File: src/hdl/spq_pkg.sv
package spq_pkg;

  localparam int QUEUE_DEPTH = 16;
  localparam int CNT_W       = $clog2(QUEUE_DEPTH + 1);
  localparam int DATA_W      = 32;
  localparam int PRIO_W      = 16;
  localparam int OCC_W       = 5;
  localparam int STAT_W      = 2;
  localparam int IN_TDATA_W  = 48;
  localparam int OUT_TDATA_W = 56;

  typedef enum logic [STAT_W-1:0] {
    ST_OK    = 2'd0,
    ST_EMPTY = 2'd1,
    ST_FULL  = 2'd2
  } status_t;

  typedef enum logic {
    FN_ENQ = 1'b0,
    FN_DEQ = 1'b1
  } func_t;

  typedef struct packed {
    logic enq;
    logic deq;
    logic valid;
    logic left_gt;
  } cell_ctl_t;

endpackage

File: src/hdl/spq_cell.sv
module spq_cell (
  input  logic                      clk,
  input  spq_pkg::cell_ctl_t        ctl,
  input  logic [spq_pkg::DATA_W-1:0] new_data,
  input  logic [spq_pkg::PRIO_W-1:0] new_prio,
  input  logic [spq_pkg::DATA_W-1:0] left_data,
  input  logic [spq_pkg::PRIO_W-1:0] left_prio,
  input  logic [spq_pkg::DATA_W-1:0] right_data,
  input  logic [spq_pkg::PRIO_W-1:0] right_prio,
  output logic [spq_pkg::DATA_W-1:0] data,
  output logic [spq_pkg::PRIO_W-1:0] prio,
  output logic                      gt
);
  import spq_pkg::*;

  logic [DATA_W-1:0] data_r, data_nxt;
  logic [PRIO_W-1:0] prio_r, prio_nxt;

  // at or behind the insert point
  assign gt = !ctl.valid || (prio_r > new_prio);

  always_comb begin
    data_nxt = data_r;
    prio_nxt = prio_r;
    if (ctl.enq && gt) begin
      if (ctl.left_gt) begin
        data_nxt = left_data;
        prio_nxt = left_prio;
      end else begin
        data_nxt = new_data;
        prio_nxt = new_prio;
      end
    end else if (ctl.deq) begin
      data_nxt = right_data;
      prio_nxt = right_prio;
    end
  end

  always_ff @(posedge clk) begin
    data_r <= data_nxt;
    prio_r <= prio_nxt;
  end

  assign data = data_r;
  assign prio = prio_r;

endmodule

File: src/hdl/sorted_priority_queue.sv
// Channel | Direction | tdata (low bit up)                      | tuser
// in_     | slave     | in_data[31:0], in_priority[47:32]       | func[0]
// out_    | master    | out_data[31:0], out_priority[47:32],    | status[1:0]
//         |           | occupancy[52:48], zero fill [55:53]     |
// One request per cycle unless output stalls; its result is in the output
// register in the cycle after acceptance, as the cell row compare-and-shifts.
// rst_n (synchronous) empties the queue and the output register.
// A stalled result holds; a new request is taken when the output is empty
// or being taken in the same cycle.
module sorted_priority_queue (
  input  logic        clk,
  input  logic        rst_n,
  input  logic        in_tvalid,
  output logic        in_tready,
  input  logic [47:0] in_tdata,  // in_data, in_priority
  input  logic [0:0]  in_tuser,  // func
  output logic        out_tvalid,
  input  logic        out_tready,
  output logic [55:0] out_tdata, // out_data, out_priority, occupancy
  output logic [1:0]  out_tuser  // status
);
  import spq_pkg::*;

  logic [CNT_W-1:0]  count_r, count_nxt;
  logic              out_valid_r, out_valid_nxt;
  logic [DATA_W-1:0] res_data_r, res_data_nxt;
  logic [PRIO_W-1:0] res_prio_r, res_prio_nxt;
  logic [OCC_W-1:0]  res_occ_r, res_occ_nxt;
  status_t           res_stat_r, res_stat_nxt;

  logic              accept;
  func_t             fn;
  logic [DATA_W-1:0] req_data;
  logic [PRIO_W-1:0] req_prio;
  logic              full, empty, do_enq, do_deq;
  logic [OCC_W+CNT_W-1:0] occ_wide;

  logic [DATA_W-1:0] cell_data [QUEUE_DEPTH];
  logic [PRIO_W-1:0] cell_prio [QUEUE_DEPTH];
  logic [QUEUE_DEPTH-1:0] cell_gt;

  assign in_tready = !out_valid_r || out_tready;
  assign accept    = in_tvalid && in_tready;
  assign fn        = func_t'(in_tuser[0]);
  assign req_data  = in_tdata[DATA_W-1:0];
  assign req_prio  = in_tdata[DATA_W+PRIO_W-1:DATA_W];
  assign full      = (count_r == CNT_W'(QUEUE_DEPTH));
  assign empty     = (count_r == '0);
  assign do_enq    = accept && (fn == FN_ENQ) && !full;
  assign do_deq    = accept && (fn == FN_DEQ) && !empty;

  genvar i;
  generate
    for (i = 0; i < QUEUE_DEPTH; i++) begin : g_cell
      cell_ctl_t         ctl;
      logic [DATA_W-1:0] l_data, r_data;
      logic [PRIO_W-1:0] l_prio, r_prio;

      assign ctl.enq   = do_enq;
      assign ctl.deq   = do_deq;
      assign ctl.valid = (CNT_W'(i) < count_r);

      if (i == 0) begin : g_head
        assign ctl.left_gt = 1'b0;
        assign l_data = '0;
        assign l_prio = '0;
      end else begin : g_mid
        assign ctl.left_gt = cell_gt[i-1];
        assign l_data = cell_data[i-1];
        assign l_prio = cell_prio[i-1];
      end

      if (i == QUEUE_DEPTH - 1) begin : g_tail
        assign r_data = '0;
        assign r_prio = '0;
      end else begin : g_body
        assign r_data = cell_data[i+1];
        assign r_prio = cell_prio[i+1];
      end

      spq_cell u_cell (
        .clk        (clk),
        .ctl        (ctl),
        .new_data   (req_data),
        .new_prio   (req_prio),
        .left_data  (l_data),
        .left_prio  (l_prio),
        .right_data (r_data),
        .right_prio (r_prio),
        .data       (cell_data[i]),
        .prio       (cell_prio[i]),
        .gt         (cell_gt[i])
      );
    end
  endgenerate

  always_comb begin
    count_nxt     = count_r;
    out_valid_nxt = out_valid_r;
    res_data_nxt  = res_data_r;
    res_prio_nxt  = res_prio_r;
    res_stat_nxt  = res_stat_r;
    if (out_valid_r && out_tready) begin
      out_valid_nxt = 1'b0;
    end
    if (do_enq) begin
      count_nxt = count_r + CNT_W'(1);
    end else if (do_deq) begin
      count_nxt = count_r - CNT_W'(1);
    end
    if (accept) begin
      out_valid_nxt = 1'b1;
      res_data_nxt  = '0;
      res_prio_nxt  = '0;
      res_stat_nxt  = ST_OK;
      case (fn)
        FN_ENQ: begin
          if (full) begin
            res_stat_nxt = ST_FULL;
          end
        end
        FN_DEQ: begin
          if (empty) begin
            res_stat_nxt = ST_EMPTY;
          end else begin
            res_data_nxt = cell_data[0];
            res_prio_nxt = cell_prio[0];
          end
        end
        default: begin
          res_stat_nxt = ST_OK;
        end
      endcase
    end
  end

  assign occ_wide    = {{OCC_W{1'b0}}, count_nxt};
  assign res_occ_nxt = accept ? occ_wide[OCC_W-1:0] : res_occ_r;

  always_ff @(posedge clk) begin
    if (!rst_n) begin
      count_r     <= '0;
      out_valid_r <= 1'b0;
    end else begin
      count_r     <= count_nxt;
      out_valid_r <= out_valid_nxt;
    end
  end

  always_ff @(posedge clk) begin
    res_data_r <= res_data_nxt;
    res_prio_r <= res_prio_nxt;
    res_occ_r  <= res_occ_nxt;
    res_stat_r <= res_stat_nxt;
  end

  assign out_tvalid = out_valid_r;
  assign out_tdata  = {3'b000, res_occ_r, res_prio_r, res_data_r};
  assign out_tuser  = res_stat_r;

endmodule

File: config.mk
export PLATFORM = sky130hd
export DESIGN_NAME = sorted_priority_queue
export DESIGN_NICKNAME = d
export VERILOG_FILES = /design/src/hdl/spq_pkg.sv /design/src/hdl/spq_cell.sv /design/src/hdl/sorted_priority_queue.sv
export SDC_FILE = /design/constraint.sdc
export NUM_CORES = 2
export LEC_CHECK = 0
export ABC_AREA = 0
export BUFFER_PORTS_ARGS = -buffer_cell sky130_fd_sc_hd__clkbuf_2
export CAP_MARGIN = 20
export CORE_UTILIZATION = 35
export CTS_BUF_LIST = sky130_fd_sc_hd__clkbuf_4 sky130_fd_sc_hd__clkbuf_8
export DETAILED_ROUTE_END_ITERATION = 8
export GPL_TIMING_DRIVEN = 0
export PLACE_DENSITY = 0.59
export SYNTH_ARGS = -nofsm -noshare
export SYNTH_HDL_FRONTEND = slang
export SYNTH_HIERARCHICAL = 1
export SYNTH_SLANG_ARGS = --single-unit
File: constraint.sdc
create_clock -name clk -period 12 [get_ports clk]
set_input_delay 1.2 -clock clk [delete_from_list [all_inputs] [get_ports clk]]
set_output_delay 1.2 -clock clk [all_outputs]
set_load 0.02 [all_outputs]
==> impl_metrics.yaml <==
run_status:
  status: "complete, no violations"
setup_path:
  crit_path_cell_trace: "clkbuf_2 > inv_1 > ha_1 > nand4_1 > nor4_1 > nand2_1 > clkbuf_1 > clkbuf_1 > nand2_1 > nand2_1 > clkbuf_1 > buf_1 > clkbuf_1 > nand2_1 > o21ai_0 > mux2_2"
  reg2regPathDepth: 14
  crit_arrival_ns: 5.96
  r2r_slack_ns: 7.07
  crit_path_start_kind: "input pin"
  critPathTopFamily: "buffers and inverters"
  crit_type: "in -> reg"
  worstPathMaxFanout: 16
  cp_num_buf_inv: 7
  worstPathRequired_ns: 12.62
  cp-end-kind: "flop"
  slowest_delay_ns: 0.81
  crit_slowest_cell: "nor4_1"
  critPathLaunch: "in_tdata[45]"
  r2r_start: "g_cell[9].u_cell/prio[15]"
  crit-reg2reg-capture: "g_cell[10].u_cell/prio[4]"
placement:
  dp_cells: 7847
  gp_congestion: 0.916
  hpwl_um: 132000
  port-buffer-count: 108
clock_network:
  cts_root_buf: "clkbuf_8"
  holdBufCountCts: 0
  numCtsBuffers: 162
  cts_resized: 0
  cts_tree: "built"
  clock_sink_count: 829
  clk_latency_ns: 0.91
  htreeDepth: 4
  clockBufferDepth: 3
  postCtsSetupRepairBufs: 0
  clk_pin_slew_ns: 0.06
job:
  drv_cap: 0
synthesis:
  synth_warnings: 6
  postSynthAreaPerCell_sq_um: 11.4
  mappedNetlistArea_sq_um: 60400
  postSynthCellCount: 5309
global_routing:
  grt_util_all_layers_pct: 18.8
  grt_antenna_before_repair: 3
  grt_pass1_vias: 43200
  grt_overflow: 0
  grt_max_degree: 47
  grt_pass1_wl_um: 256000
detailed_routing:
  drcViolationCount: 0
  first_pass_iters: 6
  vias: 43000
  routed_wl_um: 167000
  wl_per_cell_um: 20.5
  drt_iter0_markers: 3715
  postRouteAntennaNets: 0
  vias_per_cell: 5.28
floorplanning:
  rows: 152
  start_util_pct: 35.2
  die_w_um: 417
  die_h_um: 417
  ios: 113
  die_area_sq_um: 174000
  core_area_sq_um: 171000
cells_and_area:
  final_nets: 6014
  syn_to_final_growth_pct: 12.1
  instances_no_fill: 8136
  drive_above_1_share_pct: 34.6
timing:
  timing.setup.tns_ns: 0
  skew_ns: 0.0459
  period_minus_slack_ns: 5.34
  tightest_slew_ns: 1.12
  timing.fmax_ghz: 0.187
  drv_slew: 0
  rsz0062_at_grt: "false"
  hold_viol: 0
  slew_headroom_pct: 24.9
  setup_viol: 0
  finalCritPeriodShare_pct: 44.5
hold_path:
  holdPathEnd: "g_cell[14].u_cell/data[31]"
  min_from: "g_cell[15].u_cell/data[31]"
  whs_path_depth: 1
  min_path_type: "reg -> reg"
pwr:
  seqPwrFrac_pct: 41.0
  max-vdd-ir-drop_uv: 99.0
  leakage_nw: 26.4
  p_int_mw: 7.05
  p_comb_share_pct: 32.8
  p_switching_mw: 3.55
  clkPwrFrac_pct: 26.2
  power.density_nw_per_um2: 157
  p_sw_share_pct: 33.5
==> worst max-delay path by stage <==
stage | end | slack (ns) | cells after the start
global route | g_cell[10].u_cell/prio[14] | 6.40 | 16
floorplan | g_cell[5].u_cell/data[0] | 7.21 | 6
detailed placement | g_cell[9].u_cell/prio[15] | 5.74 | 16
finish | g_cell[10].u_cell/prio[4] | 6.66 | 16
CTS | g_cell[9].u_cell/prio[15] | 6.72 | 16
global placement | g_cell[8].u_cell/data[17] | 4.62 | 8
==> cell type report <==
class	count	area (sq um)
Fill cell	16500	104000
Multi-Input combinational cell	3933	32700
Sequential cell	829	24800
Tap cell	2310	2890
Clock buffer	217	2670
Buffer	373	2170
Inverter	273	1020
Timing Repair Buffer	129	938
Clock inverter	67	390
Antenna cell	5	12.5
==> state kept, by name, summed over array words and instances (netlist names) <==
register            count
res_occ_r               5
out_tuser               2
out_tvalid              1
count_r                 5
res_prio_r             16
res_data_r             32
g_cell.u_cell/prio    256
g_cell.u_cell/data    512
==> routing by layer <==
layer | up-vias | global-route usage [%] | routed length [um]
li1 | 20500 | - | -
met1 | 20600 | 26.0 | 77800
met2 | 1517 | 30.0 | 74400
met3 | 313 | 2.62 | 9250
met4 | 0 | 6.66 | 5270
met5 | - | 0 | 0
==> power by group through the flow <==
stage	combinational, mW	clock [mW]	sequential [mW]
CTS	3.46	2.87	4.34
global placement	3.30	0	4.41
global route	3.77	2.99	4.41
detailed placement	3.44	0	4.39
floorplan	2.61	0	4.22
finish	3.47	2.78	4.35
==> through the flow <==
step                      setup slack [ns]  instance area [sq um]  total power, mW  utilization [%]  hold WS [ns]
after floorplan                       7.21                  60700             6.83                -         0.518
after global placement                4.62                  64200             7.71             37.4         0.525
after detailed placement              5.74                  64600             7.84             37.7         0.533
after CTS                             6.72                  67600             10.7             39.5         0.487
after global routing                  6.40                  67600             11.2             39.5         0.525
final                                 6.66                  67600             10.6             39.5         0.540
==> cells in the final DEF (no fill, tap or decap), drive strengths merged, types with 12 or more instances in the layout <==
cell     instances
a2111oi         16
a21o            27
a21oi           77
a22oi          235
and2            70
and3            12
buf            130
clkbuf         589
clkinv          53
conb           100
edfxtp         823
ha             260
inv            280
mux2          1291
nand2          575
nand3          251
nand3b         230
nand4           53
nor2           262
nor2b           13
nor3            18
nor4            26
o211ai          16
o21ai          282
or2             12
==> worst reg2reg max path, delay by kind of cell (launching register included) <==
kind,cells,cell delay [ns]
flip-flops,1,0.52
multiplexers,1,0.29
adder cells (fa/ha/maj),1,0.36
AO/OA/AOI/OAI,1,0.11
AND/OR/NAND/NOR,6,1.78
buffers and inverters,5,1.61
No activity file was read; power rests on OpenSTA's default activity.
